==> src/hw/rtl/nppd_pkg.sv <==
// ---------------------------------------------------------------------------
// nppd_pkg: shared types and constants for the Netpbm pixel decoder
// Event format passed from the front end to the back end, status codes and
// the decoded configuration bundle.
// ---------------------------------------------------------------------------
`default_nettype none
package nppd_pkg;

  localparam logic [1:0] EV_SAMPLE = 2'd0;
  localparam logic [1:0] EV_BITS   = 2'd1;
  localparam logic [1:0] EV_EOD    = 2'd2;

  localparam logic [1:0] ST_OK      = 2'd0;
  localparam logic [1:0] ST_CORRUPT = 2'd1;
  localparam logic [1:0] ST_TRUNC   = 2'd2;

  localparam logic [1:0] FMT_BITMAP = 2'd0;

  localparam logic [2:0] REG_FORMAT = 3'd0;
  localparam logic [2:0] REG_ASCII  = 3'd1;
  localparam logic [2:0] REG_MAXV   = 3'd2;
  localparam logic [2:0] REG_WIDTH  = 3'd3;
  localparam logic [2:0] REG_HEIGHT = 3'd4;

  typedef struct packed {
    logic [1:0]  kind;
    logic [16:0] data;   // raw sample, or the bitmap byte in [7:0]
    logic        bad;
    logic        eod;
  } ev_t;

  typedef struct packed {
    logic [1:0]  fmt;
    logic        ascii;
    logic        wide;    // effective maximum above 255
    logic [15:0] maxv;    // effective maximum (1 for bitmaps)
    logic [15:0] width;   // effective width
    logic        chans3;
    logic [33:0] total;   // samples in the image
  } cfg_t;

endpackage
`default_nettype wire

==> src/hw/rtl/nppd_front.sv <==
// ---------------------------------------------------------------------------
// nppd_front: byte classifier
// Tokenizes ASCII data, pairs 16-bit binary bytes and turns each accepted
// byte into at most two events for the back end.
// ---------------------------------------------------------------------------
`default_nettype none
module nppd_front (
  input  wire                logic clk,
  input  wire                logic rst,
  input  wire nppd_pkg::cfg_t      cfg,
  input  wire                logic in_valid,
  output                     logic in_stall,
  input  wire                logic [7:0] data_byte,
  input  wire                logic end_of_data,
  output                     logic push_valid,
  output nppd_pkg::ev_t            push_ev,
  input  wire                logic q_full
);
  import nppd_pkg::*;

  logic        tok, com, bad, phase;
  logic [16:0] tv;
  logic [7:0]  hold;
  logic        pend_valid;
  ev_t         pend;

  logic        accept;
  logic        ev_a_v, ev_b_v;
  ev_t         ev_a, ev_b;
  logic        t_tok, t_com, t_bad;
  logic [16:0] t_tv;
  logic        ws, hash, digit;
  logic [20:0] prod;

  assign in_stall = pend_valid || q_full;
  assign accept   = in_valid && !in_stall;

  assign ws    = (data_byte == 8'd32) || (data_byte >= 8'd9 && data_byte <= 8'd13);
  assign hash  = data_byte == 8'h23;
  assign digit = data_byte >= 8'h30 && data_byte <= 8'h39;
  assign prod  = {1'b0, tv, 3'b0} + {3'b0, tv, 1'b0} + {17'b0, data_byte[3:0] - 4'h0};

  always_comb begin
    t_tok  = tok;
    t_com  = com;
    t_bad  = bad;
    t_tv   = tv;
    ev_a_v = 1'b0;
    ev_a   = '{kind: EV_SAMPLE, data: tv, bad: bad, eod: end_of_data};
    ev_b_v = end_of_data;
    ev_b   = '{kind: EV_EOD, data: 17'd0, bad: 1'b0, eod: 1'b1};
    if (cfg.ascii) begin
      if (com) begin
        if (data_byte == 8'd10 || data_byte == 8'd13) t_com = 1'b0;
      end else if (ws || hash) begin
        if (tok) begin
          ev_a_v = 1'b1;
          t_tv   = 17'd0;
          t_tok  = 1'b0;
          t_bad  = 1'b0;
        end
        if (hash) t_com = 1'b1;
      end else begin
        t_tok = 1'b1;
        if (digit) begin
          t_tv = (prod > 21'd65536) ? 17'd65536 : prod[16:0];
        end else begin
          t_bad = 1'b1;
        end
      end
      // open token closes at end of data
      if (end_of_data && t_tok) begin
        ev_a_v = 1'b1;
        ev_a   = '{kind: EV_SAMPLE, data: t_tv, bad: t_bad, eod: 1'b1};
        t_tv   = 17'd0;
        t_tok  = 1'b0;
        t_bad  = 1'b0;
      end
    end else if (cfg.fmt == FMT_BITMAP) begin
      ev_a_v = 1'b1;
      ev_a   = '{kind: EV_BITS, data: {9'd0, data_byte}, bad: 1'b0, eod: end_of_data};
    end else if (cfg.wide) begin
      ev_a_v = phase;
      ev_a   = '{kind: EV_SAMPLE, data: {1'b0, hold, data_byte}, bad: 1'b0,
                 eod: end_of_data};
    end else begin
      ev_a_v = 1'b1;
      ev_a   = '{kind: EV_SAMPLE, data: {9'd0, data_byte}, bad: 1'b0, eod: end_of_data};
    end
  end

  always_comb begin
    push_valid = 1'b0;
    push_ev    = pend;
    if (pend_valid) begin
      push_valid = !q_full;
    end else if (accept) begin
      push_valid = ev_a_v || ev_b_v;
      push_ev    = ev_a_v ? ev_a : ev_b;
    end
  end

  always_ff @(posedge clk) begin
    if (rst) begin
      tok        <= 1'b0;
      com        <= 1'b0;
      bad        <= 1'b0;
      tv         <= 17'd0;
      phase      <= 1'b0;
      hold       <= 8'd0;
      pend_valid <= 1'b0;
    end else begin
      if (pend_valid && !q_full) pend_valid <= 1'b0;
      if (accept) begin
        tok <= t_tok;
        com <= t_com;
        bad <= t_bad;
        tv  <= t_tv;
        if (!cfg.ascii && cfg.fmt != FMT_BITMAP && cfg.wide) begin
          phase <= !phase;
          if (!phase) hold <= data_byte;
        end
        if (ev_a_v && ev_b_v) begin
          pend_valid <= 1'b1;
          pend       <= ev_b;
        end
      end
    end
  end

endmodule
`default_nettype wire

==> src/hw/rtl/nppd_queue.sv <==
// ---------------------------------------------------------------------------
// nppd_queue: event FIFO
// Small FIFO between the classifier and the sample engine.
// ---------------------------------------------------------------------------
`default_nettype none
module nppd_queue #(
  parameter int DEPTH = 4
) (
  input  wire                logic clk,
  input  wire                logic rst,
  input  wire                logic push_valid,
  input  wire nppd_pkg::ev_t       push_ev,
  output                     logic full,
  output                     logic pop_valid,
  output nppd_pkg::ev_t            pop_ev,
  input  wire                logic pop
);
  import nppd_pkg::*;

  localparam int AW = $clog2(DEPTH);
  localparam int CW = $clog2(DEPTH + 1);

  ev_t           mem [DEPTH];
  logic [AW-1:0] wp, rp;
  logic [CW-1:0] cnt;
  logic          do_push, do_pop;

  assign full      = cnt == CW'(DEPTH);
  assign pop_valid = cnt != '0;
  assign pop_ev    = mem[rp];
  assign do_push   = push_valid && !full;
  assign do_pop    = pop && pop_valid;

  always_ff @(posedge clk) begin
    if (do_push) mem[wp] <= push_ev;
  end

  always_ff @(posedge clk) begin
    if (rst) begin
      wp  <= '0;
      rp  <= '0;
      cnt <= '0;
    end else begin
      if (do_push) wp <= (wp == AW'(DEPTH - 1)) ? '0 : wp + 1'b1;
      if (do_pop)  rp <= (rp == AW'(DEPTH - 1)) ? '0 : rp + 1'b1;
      if (do_push && !do_pop)      cnt <= cnt + 1'b1;
      else if (do_pop && !do_push) cnt <= cnt - 1'b1;
    end
  end

endmodule
`default_nettype wire

==> src/hw/rtl/nppd_back.sv <==
// ---------------------------------------------------------------------------
// nppd_back: sample engine
// Range checks, rescales through a radix-2 divider, unpacks bitmap bytes,
// tracks image position and drives the output register.
// ---------------------------------------------------------------------------
`default_nettype none
module nppd_back (
  input  wire                logic clk,
  input  wire                logic rst,
  input  wire nppd_pkg::cfg_t      cfg,
  input  wire                logic q_valid,
  input  wire nppd_pkg::ev_t       q_ev,
  output                     logic pop,
  output                     logic out_valid,
  input  wire                logic out_stall,
  output                     logic [15:0] sample_value,
  output                     logic [1:0] channel_index,
  output                     logic [1:0] status,
  output                     logic last_sample
);
  import nppd_pkg::*;

  localparam logic [2:0] S_IDLE = 3'd0;
  localparam logic [2:0] S_DIV  = 3'd1;
  localparam logic [2:0] S_EMIT = 3'd2;
  localparam logic [2:0] S_ERR  = 3'd3;
  localparam logic [2:0] S_BITS = 3'd4;

  logic [2:0]  state;
  logic        finished;
  logic [33:0] samples_done;
  logic [1:0]  chan_pos;
  logic [15:0] column_count;
  logic [15:0] val;
  logic        ret_bits;
  logic [7:0]  bits_byte;
  logic [3:0]  bit_idx, bit_cnt;
  logic [1:0]  err_st;
  logic [15:0] rem, nq;
  logic [3:0]  div_cnt;

  logic        out_free;
  logic        emit_go;
  logic [15:0] colw, cols_left;
  logic [3:0]  cnt8;
  logic [31:0] numer;
  logic [16:0] trial;
  logic        qbit;
  logic [1:0]  ch, ch_next;
  logic        last;
  logic [16:0] col_sum;

  assign out_free = !out_valid || !out_stall;
  assign emit_go  = out_free && (state == S_EMIT || state == S_ERR);
  assign pop      = state == S_IDLE;

  assign colw      = (column_count >= cfg.width) ? 16'd0 : column_count;
  assign cols_left = cfg.width - colw;
  assign cnt8      = (cols_left > 16'd8) ? 4'd8 : cols_left[3:0];
  assign col_sum   = {1'b0, column_count} + {13'd0, bit_cnt};

  // v*target + max/2, target is 255 or 65535
  assign numer = (cfg.wide ? ({q_ev.data[15:0], 16'd0} - {16'd0, q_ev.data[15:0]})
                           : ({8'd0, q_ev.data[15:0], 8'd0} - {16'd0, q_ev.data[15:0]}))
                 + {17'd0, cfg.maxv[15:1]};
  assign trial = {rem, nq[15]};
  assign qbit  = trial >= {1'b0, cfg.maxv};

  assign ch      = (cfg.chans3 ? (chan_pos >= 2'd3) : (chan_pos >= 2'd1))
                   ? 2'd0 : chan_pos;
  assign ch_next = (cfg.chans3 ? (ch == 2'd2) : 1'b1) ? 2'd0 : ch + 2'd1;
  assign last    = samples_done + 34'd1 >= cfg.total;

  always_ff @(posedge clk) begin
    if (rst) begin
      state         <= S_IDLE;
      finished      <= 1'b0;
      samples_done  <= 34'd0;
      chan_pos      <= 2'd0;
      column_count  <= 16'd0;
      out_valid     <= 1'b0;
    end else begin
      if (out_valid && !out_stall && !emit_go) out_valid <= 1'b0;
      unique case (state)
        S_IDLE: begin
          if (q_valid && !finished) begin
            unique case (q_ev.kind)
              EV_SAMPLE: begin
                if (q_ev.bad || q_ev.data > {1'b0, cfg.maxv}) begin
                  err_st   <= ST_CORRUPT;
                  finished <= 1'b1;
                  state    <= S_ERR;
                end else if (cfg.fmt == FMT_BITMAP) begin
                  val      <= q_ev.data[0] ? 16'd0 : 16'd255;
                  ret_bits <= 1'b0;
                  state    <= S_EMIT;
                end else begin
                  rem      <= numer[31:16];
                  nq       <= numer[15:0];
                  div_cnt  <= 4'd15;
                  ret_bits <= 1'b0;
                  state    <= S_DIV;
                end
              end
              EV_BITS: begin
                column_count <= colw;
                if (q_ev.eod && samples_done + {30'd0, cnt8} < cfg.total) begin
                  err_st   <= ST_TRUNC;
                  finished <= 1'b1;
                  state    <= S_ERR;
                end else begin
                  bits_byte <= q_ev.data[7:0];
                  bit_cnt   <= cnt8;
                  bit_idx   <= 4'd0;
                  state     <= S_BITS;
                end
              end
              EV_EOD: begin
                if (samples_done < cfg.total) begin
                  err_st <= ST_TRUNC;
                  state  <= S_ERR;
                end
                finished <= 1'b1;
              end
              default: ;
            endcase
          end
        end
        S_DIV: begin
          rem <= qbit ? 16'(trial - {1'b0, cfg.maxv}) : trial[15:0];
          nq  <= {nq[14:0], qbit};
          if (div_cnt == 4'd0) begin
            state <= S_EMIT;
          end else begin
            div_cnt <= div_cnt - 4'd1;
          end
        end
        S_EMIT: begin
          if (out_free) begin
            out_valid     <= 1'b1;
            sample_value  <= (cfg.fmt == FMT_BITMAP) ? val : nq;
            channel_index <= ch;
            status        <= ST_OK;
            last_sample   <= last;
            samples_done  <= samples_done + 34'd1;
            chan_pos      <= ch_next;
            if (last) finished <= 1'b1;
            state <= ret_bits ? S_BITS : S_IDLE;
          end
        end
        S_ERR: begin
          if (out_free) begin
            out_valid     <= 1'b1;
            sample_value  <= 16'd0;
            channel_index <= 2'd0;
            status        <= err_st;
            last_sample   <= 1'b1;
            state         <= S_IDLE;
          end
        end
        S_BITS: begin
          if (bit_idx < bit_cnt && !finished) begin
            val       <= bits_byte[7] ? 16'd0 : 16'd255;
            bits_byte <= {bits_byte[6:0], 1'b0};
            bit_idx   <= bit_idx + 4'd1;
            ret_bits  <= 1'b1;
            state     <= S_EMIT;
          end else begin
            column_count <= (col_sum >= {1'b0, cfg.width}) ? 16'd0 : col_sum[15:0];
            state        <= S_IDLE;
          end
        end
        default: state <= S_IDLE;
      endcase
    end
  end

endmodule
`default_nettype wire

==> src/hw/rtl/netpbm_pixel_decoder_top.sv <==
// ---------------------------------------------------------------------------
// netpbm_pixel_decoder_top: Netpbm raster decoder
// Configuration registers, decoded settings and the front/queue/back chain.
// ---------------------------------------------------------------------------
// Decodes PBM/PGM/PPM raster bytes (after the header) into rescaled samples.
// A byte is taken per cycle while the event queue has room and no second
// event of the last byte is pending. The sample engine takes one event at a
// time; for each gray or color sample it runs the divider and then drives the
// output register, and a binary bitmap byte gives up to 8 pixels. Set the
// registers only while the block is idle; the image size product is
// registered from the width and height registers.
`default_nettype none
module netpbm_pixel_decoder_top #(
  parameter int QUEUE_DEPTH = 4
) (
  input  wire  logic        clk,
  input  wire  logic        rst,
  input  wire  logic        psel,
  input  wire  logic        penable,
  input  wire  logic        pwrite,
  input  wire  logic [4:0]  paddr,
  input  wire  logic [31:0] pwdata,
  output       logic [31:0] prdata,
  output       logic        pready,
  input  wire  logic        in_valid,
  output       logic        in_stall,
  input  wire  logic [7:0]  data_byte,
  input  wire  logic        end_of_data,
  output       logic        out_valid,
  input  wire  logic        out_stall,
  output       logic [15:0] sample_value,
  output       logic [1:0]  channel_index,
  output       logic [1:0]  status,
  output       logic        last_sample
);
  import nppd_pkg::*;

  logic [1:0]  image_format;
  logic        ascii_mode;
  logic [15:0] max_sample, image_width, image_height;
  logic [31:0] wh;
  logic [15:0] h_eff;
  logic        wr;
  cfg_t        cfg;

  logic push_valid, q_full, q_valid, q_pop;
  ev_t  push_ev, q_ev;

  assign pready = 1'b1;
  assign wr     = psel && penable && pwrite;

  always_ff @(posedge clk) begin
    if (rst) begin
      image_format  <= 2'd1;
      ascii_mode    <= 1'b0;
      max_sample    <= 16'd255;
      image_width   <= 16'd1;
      image_height  <= 16'd1;
      wh            <= 32'd1;
    end else begin
      if (wr) begin
        unique case (paddr[4:2])
          REG_FORMAT: image_format  <= pwdata[1:0];
          REG_ASCII:  ascii_mode    <= pwdata[0];
          REG_MAXV:   max_sample    <= pwdata[15:0];
          REG_WIDTH:  image_width   <= pwdata[15:0];
          REG_HEIGHT: image_height  <= pwdata[15:0];
          default: ;
        endcase
      end
      wh <= {16'd0, cfg.width} * {16'd0, h_eff};
    end
  end

  always_comb begin
    unique case (paddr[4:2])
      REG_FORMAT: prdata = {30'd0, image_format};
      REG_ASCII:  prdata = {31'd0, ascii_mode};
      REG_MAXV:   prdata = {16'd0, max_sample};
      REG_WIDTH:  prdata = {16'd0, image_width};
      REG_HEIGHT: prdata = {16'd0, image_height};
      default:    prdata = 32'd0;
    endcase
  end

  assign h_eff = (image_height == 16'd0) ? 16'd1 : image_height;

  always_comb begin
    cfg.fmt    = image_format;
    cfg.ascii  = ascii_mode;
    cfg.maxv   = (image_format == FMT_BITMAP) ? 16'd1 :
                 (max_sample == 16'd0) ? 16'd1 : max_sample;
    cfg.wide   = cfg.maxv > 16'd255;
    cfg.width  = (image_width == 16'd0) ? 16'd1 : image_width;
    cfg.chans3 = image_format[1];
    cfg.total  = cfg.chans3 ? ({2'd0, wh} + {1'b0, wh, 1'b0}) : {2'd0, wh};
  end

  nppd_front u_front (
    .clk        (clk),
    .rst        (rst),
    .cfg        (cfg),
    .in_valid   (in_valid),
    .in_stall   (in_stall),
    .data_byte  (data_byte),
    .end_of_data(end_of_data),
    .push_valid (push_valid),
    .push_ev    (push_ev),
    .q_full     (q_full)
  );

  nppd_queue #(.DEPTH(QUEUE_DEPTH)) u_queue (
    .clk       (clk),
    .rst       (rst),
    .push_valid(push_valid),
    .push_ev   (push_ev),
    .full      (q_full),
    .pop_valid (q_valid),
    .pop_ev    (q_ev),
    .pop       (q_pop)
  );

  nppd_back u_back (
    .clk          (clk),
    .rst          (rst),
    .cfg          (cfg),
    .q_valid      (q_valid),
    .q_ev         (q_ev),
    .pop          (q_pop),
    .out_valid    (out_valid),
    .out_stall    (out_stall),
    .sample_value (sample_value),
    .channel_index(channel_index),
    .status       (status),
    .last_sample  (last_sample)
  );

endmodule
`default_nettype wire
==> config.mk <==
export PLATFORM = sky130hd
export DESIGN_NAME = netpbm_pixel_decoder_top
export DESIGN_NICKNAME = d
export VERILOG_FILES = /design/src/hw/rtl/nppd_pkg.sv /design/src/hw/rtl/nppd_front.sv /design/src/hw/rtl/nppd_queue.sv /design/src/hw/rtl/nppd_back.sv /design/src/hw/rtl/netpbm_pixel_decoder_top.sv
export SDC_FILE = /design/constraint.sdc
export NUM_CORES = 2
export LEC_CHECK = 0
export BUFFER_PORTS_ARGS = -buffer_cell sky130_fd_sc_hd__buf_2
export CORE_ASPECT_RATIO = 0.6
export CORE_MARGIN = 1
export CORE_UTILIZATION = 40
export CTS_BUF_LIST = sky130_fd_sc_hd__clkbuf_16
export DETAILED_ROUTE_END_ITERATION = 8
export PLACE_DENSITY_LB_ADDON = 0.1
export SYNTH_ARGS = -nofsm -noshare
export SYNTH_HDL_FRONTEND = slang
export SYNTH_SLANG_ARGS = --single-unit
==> constraint.sdc <==
create_clock -name clk -period 9.6 [get_ports clk]
set_clock_uncertainty 0.2 [all_clocks]
set_input_delay 0.48 -clock clk [delete_from_list [all_inputs] [get_ports clk]]
set_output_delay 0.48 -clock clk [all_outputs]
set_load 0.02 [all_outputs]
### Word level (Yosys, flattened, before mapping)

Memories as Yosys holds them, arrays and structs flattened. A register that Yosys moved wholly into a read port is not among the register bits.
Index checks and enable logic that the tools add are counted.

* bits in registers: 269
* memory bits (writable): 84
* bits of input ports: 53
* output and inout bits: 56
* logic and storage cells: 331
* memories kept: 1

Memories
* u_queue.mem: words 4, bits a word 21, rd ports 1, clocked after Yosys merged registers in 1, wr ports 1, RTL line nppd_queue.sv:23 `ev_t mem [DEPTH];`

* add/sub/neg operators: 18
* multiply operators: 1
* magnitude comparators: 17
* equality and inequality tests: 39
* mux-type cells: 142
* bitwise gates (word level): 3
* reductions and logical operators: 75

Operators with widths (count)
* $mux W16: 26
* $pmux W16 S2: 5
* $mux W21: 5
* $mux W17: 6
* $pmux W16 S5: 1
* $lt A34 B34 Y1: 2
* $logic_not A16 Y1: 3
* $mux W8: 6
* $mux W1: 43
* $mux W4: 10
* $add A32 B33 Y34: 1
* $add A34 B1 Y34 const B: 1
* $add A34 B4 Y34: 1
* $ge A17 B16 Y1: 2
* $ge A34 B34 Y1: 1
* $mux W34: 1
* $add A32 B15 Y32: 1
* $mul A16 B16 Y32: 1
* $mux W32: 1
* $sub A16 B16 Y16: 2
* $sub A32 B16 Y32: 1
* $mux W3: 10
* $mux W2: 14
* $reduce_and A7 Y1: 4
* other kinds (57): 147

### Depth between registers and ports, before layout

* word-level depth: 18
* depth in mapped cells: 48
* gate-level depth less buffers: 47

### Cells and area by module

A second synthesis with hierarchy kept.

* cells, all modules: 4102
* area total of the unflattened synthesis: 35454.0 µm²

Modules (own cells, without submodules)
* nppd_back: instances 1, cells each 1805, area an instance 14629.0 µm², sequential area each 3453.3 µm²
* netpbm_pixel_decoder_top: instances 1, cells each 1738, area an instance 14162.3 µm², sequential area each 1661.6 µm²
* nppd_queue: instances 1, cells each 159, area an instance 3538.4 µm², sequential area each 2702.6 µm²
* nppd_front: instances 1, cells each 400, area an instance 3124.2 µm², sequential area each 600.6 µm²

### Least setup slack after synthesis

No wires, ideal clock.

* kind: register -> register
* start: reg image_width[15]
* end: reg u_back.bit_idx[0], enable pin
* setup time: 385 ps
* data arrival time: 8961 ps
* data required time: 9015 ps
* path slack: 54 ps
* cell stages (with the launch flop): 44
* buffers on the path: 2
* clock period less this slack: 9546 ps
* cell sequence: dfxtp_1 -> clkbuf_1 -> nor4_1 -> a41oi_1 -> inv_1 -> ha_1 -> nand2b_1 -> a21o_1 -> a21oi_1 -> o21ai_0 -> o21ai_0 -> o2bb2ai_1 -> clkbuf_1 -> nand2_1 -> fa_1 -> a21o_1 -> a21o_1 -> a21o_1 -> [... 8 more ...] -> ha_1 -> fa_1 -> a21o_1 -> a21oi_1 -> nor4_1 -> nand3_1 -> nor2_1 -> xor2_1 -> ha_1 -> nand3_1 -> nor3_1 -> o21ai_0 -> nor4_1 -> a21oi_1 -> o2111ai_1 -> and2_1 -> nand3_1 -> a21oi_1

* longest elaborated chain between the ends: 12

Ends and longest elaborated chain
* start, declared: RTL line netpbm_pixel_decoder_top.sv:40 `logic [15:0] max_sample, image_width, image_height;`
* start signal, assigned: RTL line netpbm_pixel_decoder_top.sv:66 `REG_WIDTH: image_width <= pwdata[15:0];`
* $logic_not A16 Y1: RTL line netpbm_pixel_decoder_top.sv:94 `cfg.width = (image_width == 16'd0) ? 16'd1 : image_width;`
* $mux W16 (*): RTL line netpbm_pixel_decoder_top.sv:94
* $ge A16 B16 Y1: RTL line nppd_back.sv:57 `assign colw = (column_count >= cfg.width) ? 16'd0 : column_count;`
* $mux W16: RTL line nppd_back.sv:57
* $sub A16 B16 Y16 (*): RTL line nppd_back.sv:58 `assign cols_left = cfg.width - colw;`
* $gt A16 B4 Y1: RTL line nppd_back.sv:59 `assign cnt8 = (cols_left > 16'd8) ? 4'd8 : cols_left[3:0];`
* $mux W4 (*): RTL line nppd_back.sv:59
* net u_back.cnt8[0]: RTL line nppd_back.sv:45 `logic [3:0] cnt8;`
* $add A34 B4 Y34 (*): RTL line nppd_back.sv:107 `if (q_ev.eod && samples_done + {30'd0, cnt8} < cfg.total) begin`
* $lt A34 B34 Y1 (*): RTL line nppd_back.sv:107
* $logic_and A1 B1 Y1 (*): RTL line nppd_back.sv:107
* $ne A2 B2 Y1 (no line) (*)
* $reduce_and A6 Y1 (no line) (*)
* end signal, assigned: RTL line nppd_back.sv:165 `bit_idx <= bit_idx + 4'd1;`
* end, declared: RTL line nppd_back.sv:37 `logic [3:0] bit_idx, bit_cnt;`

Mark *: on every way through the listed nets, which the timed path passes. The rest lies on a longest branch.
A chain may end at the register's enable or synchronous reset.

### Worst setup path after layout

* start: reg image_width[1]
* end: reg u_back.err_st[0], enable pin

* longest elaborated chain between the ends: 12

Ends and longest elaborated chain
* $logic_not A16 Y1: RTL line netpbm_pixel_decoder_top.sv:94
* $mux W16 (*): RTL line netpbm_pixel_decoder_top.sv:94
* $ge A16 B16 Y1: RTL line nppd_back.sv:57
* $mux W16: RTL line nppd_back.sv:57
* $sub A16 B16 Y16 (*): RTL line nppd_back.sv:58
* $gt A16 B4 Y1: RTL line nppd_back.sv:59
* $mux W4 (*): RTL line nppd_back.sv:59
* net u_back.cnt8[0]: RTL line nppd_back.sv:45
* $add A34 B4 Y34 (*): RTL line nppd_back.sv:107
* $lt A34 B34 Y1 (*): RTL line nppd_back.sv:107
* $logic_and A1 B1 Y1 (*): RTL line nppd_back.sv:107
* $ne A2 B1 Y1 (no line) (*)
* $reduce_and A7 Y1 (no line) (*)
* end signal, assigned: RTL line nppd_back.sv:90 `err_st <= ST_CORRUPT;`
* end signal, assigned: RTL line nppd_back.sv:108 `err_st <= ST_TRUNC;`
* end signal, assigned: RTL line nppd_back.sv:120 `err_st <= ST_TRUNC;`
* end, declared: RTL line nppd_back.sv:38 `logic [1:0] err_st;`

Marks and branches as above.

==> impl_metrics.env <==
export IMPL_status="completed"
export IMPL_fmax_mhz=110
export IMPL_endpoint_kind="flop"
export IMPL_synth_edff_count=161
export IMPL_whs_path_depth=3
export IMPL_grt_max_degree=46
export IMPL_yosys_area_share_adder_pct=26.6
export IMPL_grt_pass1_wl_um=158000
export IMPL_yosys_mux_area_fraction_pct=3.32
export IMPL_drcViolationCount=0
export IMPL_synth_commonest_cells="nand2_1, ha_1, inv_1, nor2_1, a21oi_1"
export IMPL_drv_slew=0
export IMPL_core_area_um2=83700
export IMPL_worstPathRequired_ps=9700
export IMPL_yosysTopAreaCellShare_pct=14.7
export IMPL_ff2ff_setup_slack_ps=490
export IMPL_drv_cap=0
export IMPL_detail_route_wl_per_cell_um=19.9
export IMPL_fin_hold_ws_ps=58.1
export IMPL_grt_met1_usage_pct=38.0
export IMPL_via_per_inst=5.43
export IMPL_reg2reg_depth=51
export IMPL_wirelength_um=101000
export IMPL_place_hpwl_um=77400
export IMPL_ys_seq_elements=340
export IMPL_max_slew_worst_pin_slew_ps=1210
export IMPL_worstSetupPathType="reg -> reg"
export IMPL_vias=27600
export IMPL_power_leakage_uw=0.0169
export IMPL_syn_area_um2=34000
export IMPL_min_to="u_front.hold[4]$_SDFFE_PP0P_"
export IMPL_final_nets=4584
export IMPL_setup_violations=0
export IMPL_period_share_pct=94.9
export IMPL_clock_sinks=340
export IMPL_seq_area_um2=8420
export IMPL_hold_violations=0
export IMPL_diodes=0
export IMPL_yosysWarnings=0
export IMPL_cts_htree_levels=2
export IMPL_relSlewSlack_pct=17.1
export IMPL_port_buffers=73
export IMPL_met3_usage_pct=4.02
export IMPL_start_util_pct=40.6
export IMPL_cts_buffer_depth=3
export IMPL_synth_compound_area_share_pct=14.3
export IMPL_cp_arrival_ps=9210
export IMPL_place_congestion=0.902
export IMPL_grtUsageTotal_pct=23.5
export IMPL_fp_row_count=82
export IMPL_drive_gt1_share_pct=8.21
export IMPL_ys_seq_area_share_pct=24.8
export IMPL_async_reset_ff_share_pct=0
export IMPL_multi_input_area_um2=23700
export IMPL_clk_pin_slew_ps=70
export IMPL_cts_inserted_buffers=36
export IMPL_grt_ovfl_total=0
export IMPL_min_delay_start="data_byte[4]"
export IMPL_die_x_um=378
export IMPL_grt_use_met2_pct=32.6
export IMPL_synth_largest_area_cell="ha_1"
export IMPL_ir_drop_mv=0.153
export IMPL_syn_instance_count=3896
export IMPL_timing_rr_end="u_back.err_st[0]$_DFFE_PP_"
export IMPL_r2r_start="image_width[1]$_SDFFE_PP0P_"
export IMPL_yosysMostFrequentCell="nand2_1"
export IMPL_tns_ps=0
export IMPL_p_per_area_nw_per_um2=170
export IMPL_num_fill_cells=8274
export IMPL_die_area_um2=86100
export IMPL_ys_top_cells_by_area="ha_1, edfxtp_1, fa_1, dfxtp_1, nand2_1"
export IMPL_drtAntennaViolNets=0
export IMPL_slowest_stage="nor4_2"
export IMPL_insertion_delay_ps=580
export IMPL_synth_top_family_by_area="adder cells"
export IMPL_yosys_area_share_xor_xnor_pct=6.11
export IMPL_cts_tree="yes"
export IMPL_antenna_found_initial=1
export IMPL_grt_busiest_layer="met1"
export IMPL_synth_simple_area_share_pct=18.4
export IMPL_first_global_vias=25900
export IMPL_synthFlopType="dfxtp_1"
export IMPL_ys_types=88
export IMPL_min_path_type="in -> reg"
export IMPL_slowest_delay_ps=360
export IMPL_root_buffer="clkbuf_16"
export IMPL_first_pass_iters=6
export IMPL_postSynthAreaPerCell_um2=8.71
export IMPL_die_y_um=228
export IMPL_path_max_fanout=4
export IMPL_drtIter0Drc=2350
export IMPL_area_growth_pct=9.77
export IMPL_ios=109
export IMPL_min_period_ps=9110
export IMPL_power_uw=6350
export IMPL_cp_common_cell="a21o_1"
export IMPL_cp_start_kind="flop"
[cells in the final DEF, fill, tap and decap left out, types with 37 or more instances in the layout]
cell type,instances
clkbuf_16,37
a21o_1,96
buf_4,94
nor3_1,73
nand2b_1,44
nand4_1,38
a21oi_1,252
xnor2_1,134
edfxtp_1,161
xor2_1,102
ha_1,395
o21ai_0,164
dfxtp_1,178
nand3_1,86
inv_1,333
and2_1,108
nor2_1,257
mux2i_1,64
nand2_1,498
buf_2,72
nor2b_1,54
fa_1,202
[per-stage QoR]
stage / cells / area (um^2) / setup WS, ps / utilization [%]
finish: 5092 / 37300 / 488 / 44.5
global route: 5092 / 37300 / -28.9 / 44.5
CTS: 5084 / 37000 / 42.9 / 44.2
detailed placement: 5001 / 35600 / -282 / 42.5
global placement: 5001 / 35600 / -99.4 / 42.5
floorplan: 3911 / 34000 / 54.2 / -
[flip-flops by register name, summed over array words and instances (netlist names), 4 cells and up, named ones only]
| register | cells |
|---|---|
| u_front.hold | 8 |
| u_back.rem | 16 |
| u_front.tv | 17 |
| image_height | 16 |
| u_back.bit_idx | 4 |
| u_back.nq | 16 |
| image_width | 16 |
| max_sample | 16 |
| u_back.sample_value | 16 |
| u_back.bits_byte | 8 |
| u_back.column_count | 16 |
| wh | 32 |
| u_queue.mem | 84 |
| u_back.bit_cnt | 4 |
| u_back.samples_done | 34 |
| u_back.div_cnt | 4 |
[worst max path at each step]
stage	startpoint	slack, ps	endpoint
finish	image_width[1]$_SDFFE_PP0P_	490	u_back.err_st[0]$_DFFE_PP_
global route	image_width[11]$_SDFFE_PP0P_	-30	u_back.err_st[0]$_DFFE_PP_
CTS	image_width[8]$_SDFFE_PP0P_	40	u_back.err_st[0]$_DFFE_PP_
detailed placement	image_width[8]$_SDFFE_PP0P_	-280	u_back.err_st[0]$_DFFE_PP_
global placement	image_width[8]$_SDFFE_PP0P_	-100	u_back.err_st[0]$_DFFE_PP_
floorplan	image_width[15]$_SDFFE_PP0P_	50	u_back.bit_idx[0]$_SDFFCE_PN0P_
[where the power goes]
part,switching [uW],internal (uW)
sequential,76.4,1780
combinational,1850,1130
clock,659,847
total,2590,3760
[timing repair]
item / 4_1_cts / 5_1_grt
setup buffers: 1 / 7
endpoints found under the setup margin: 21 / 22
gates cloned: 0 / 1
pin swaps: 1 / 24
hold buffers: 16 / 0
endpoints found under the hold margin: 42 / 0
gates resized for setup: 9 / 52
[layout make-up]
class	count	area share, %
Multi-Input combinational cell	3034	63.5
Clock inverter	29	0.806
Timing Repair Buffer	188	3.47
Tap cell	1134	3.81
Clock buffer	37	2.48
Inverter	330	3.32
Sequential cell	340	22.6
[per-layer routing]
layer | part of all wire [%] | up-vias | wire [um]
met5 | 0 | - | 0
met4 | 0.98 | 0 | 991
met3 | 7.0 | 74 | 7120
met2 | 40 | 789 | 40200
met1 | 52 | 13300 | 53000
li1 | - | 13500 | -
[critical path, delay by kind of cell, from the launching register on]
kind                     cells  cell delay, ps
XOR/XNOR                     1             180
AND/OR/NAND/NOR             12            2030
AO/OA/AOI/OAI               23            3530
adder cells (fa/ha/maj)      5            1190
flip-flops                   1             330
buffers and inverters        9            1150
multiplexers                 1             180
[cell families (layout without fill, tap and decap cells)]
| kind of cell | after synthesis | after routing |
|---|---|---|
| AOI/OAI and AO/OA | 773 | 773 |
| xor gates and xnor gates | 237 | 237 |
| adders and majority gates | 601 | 601 |
| buffers and inverters | 537 | 584 |
| DFF | 340 | 340 |
| muxes | 88 | 88 |
| other | 2 | 17 |
| and+or+nand+nor | 1318 | 1318 |
No activity file was read; power rests on OpenSTA's default activity.
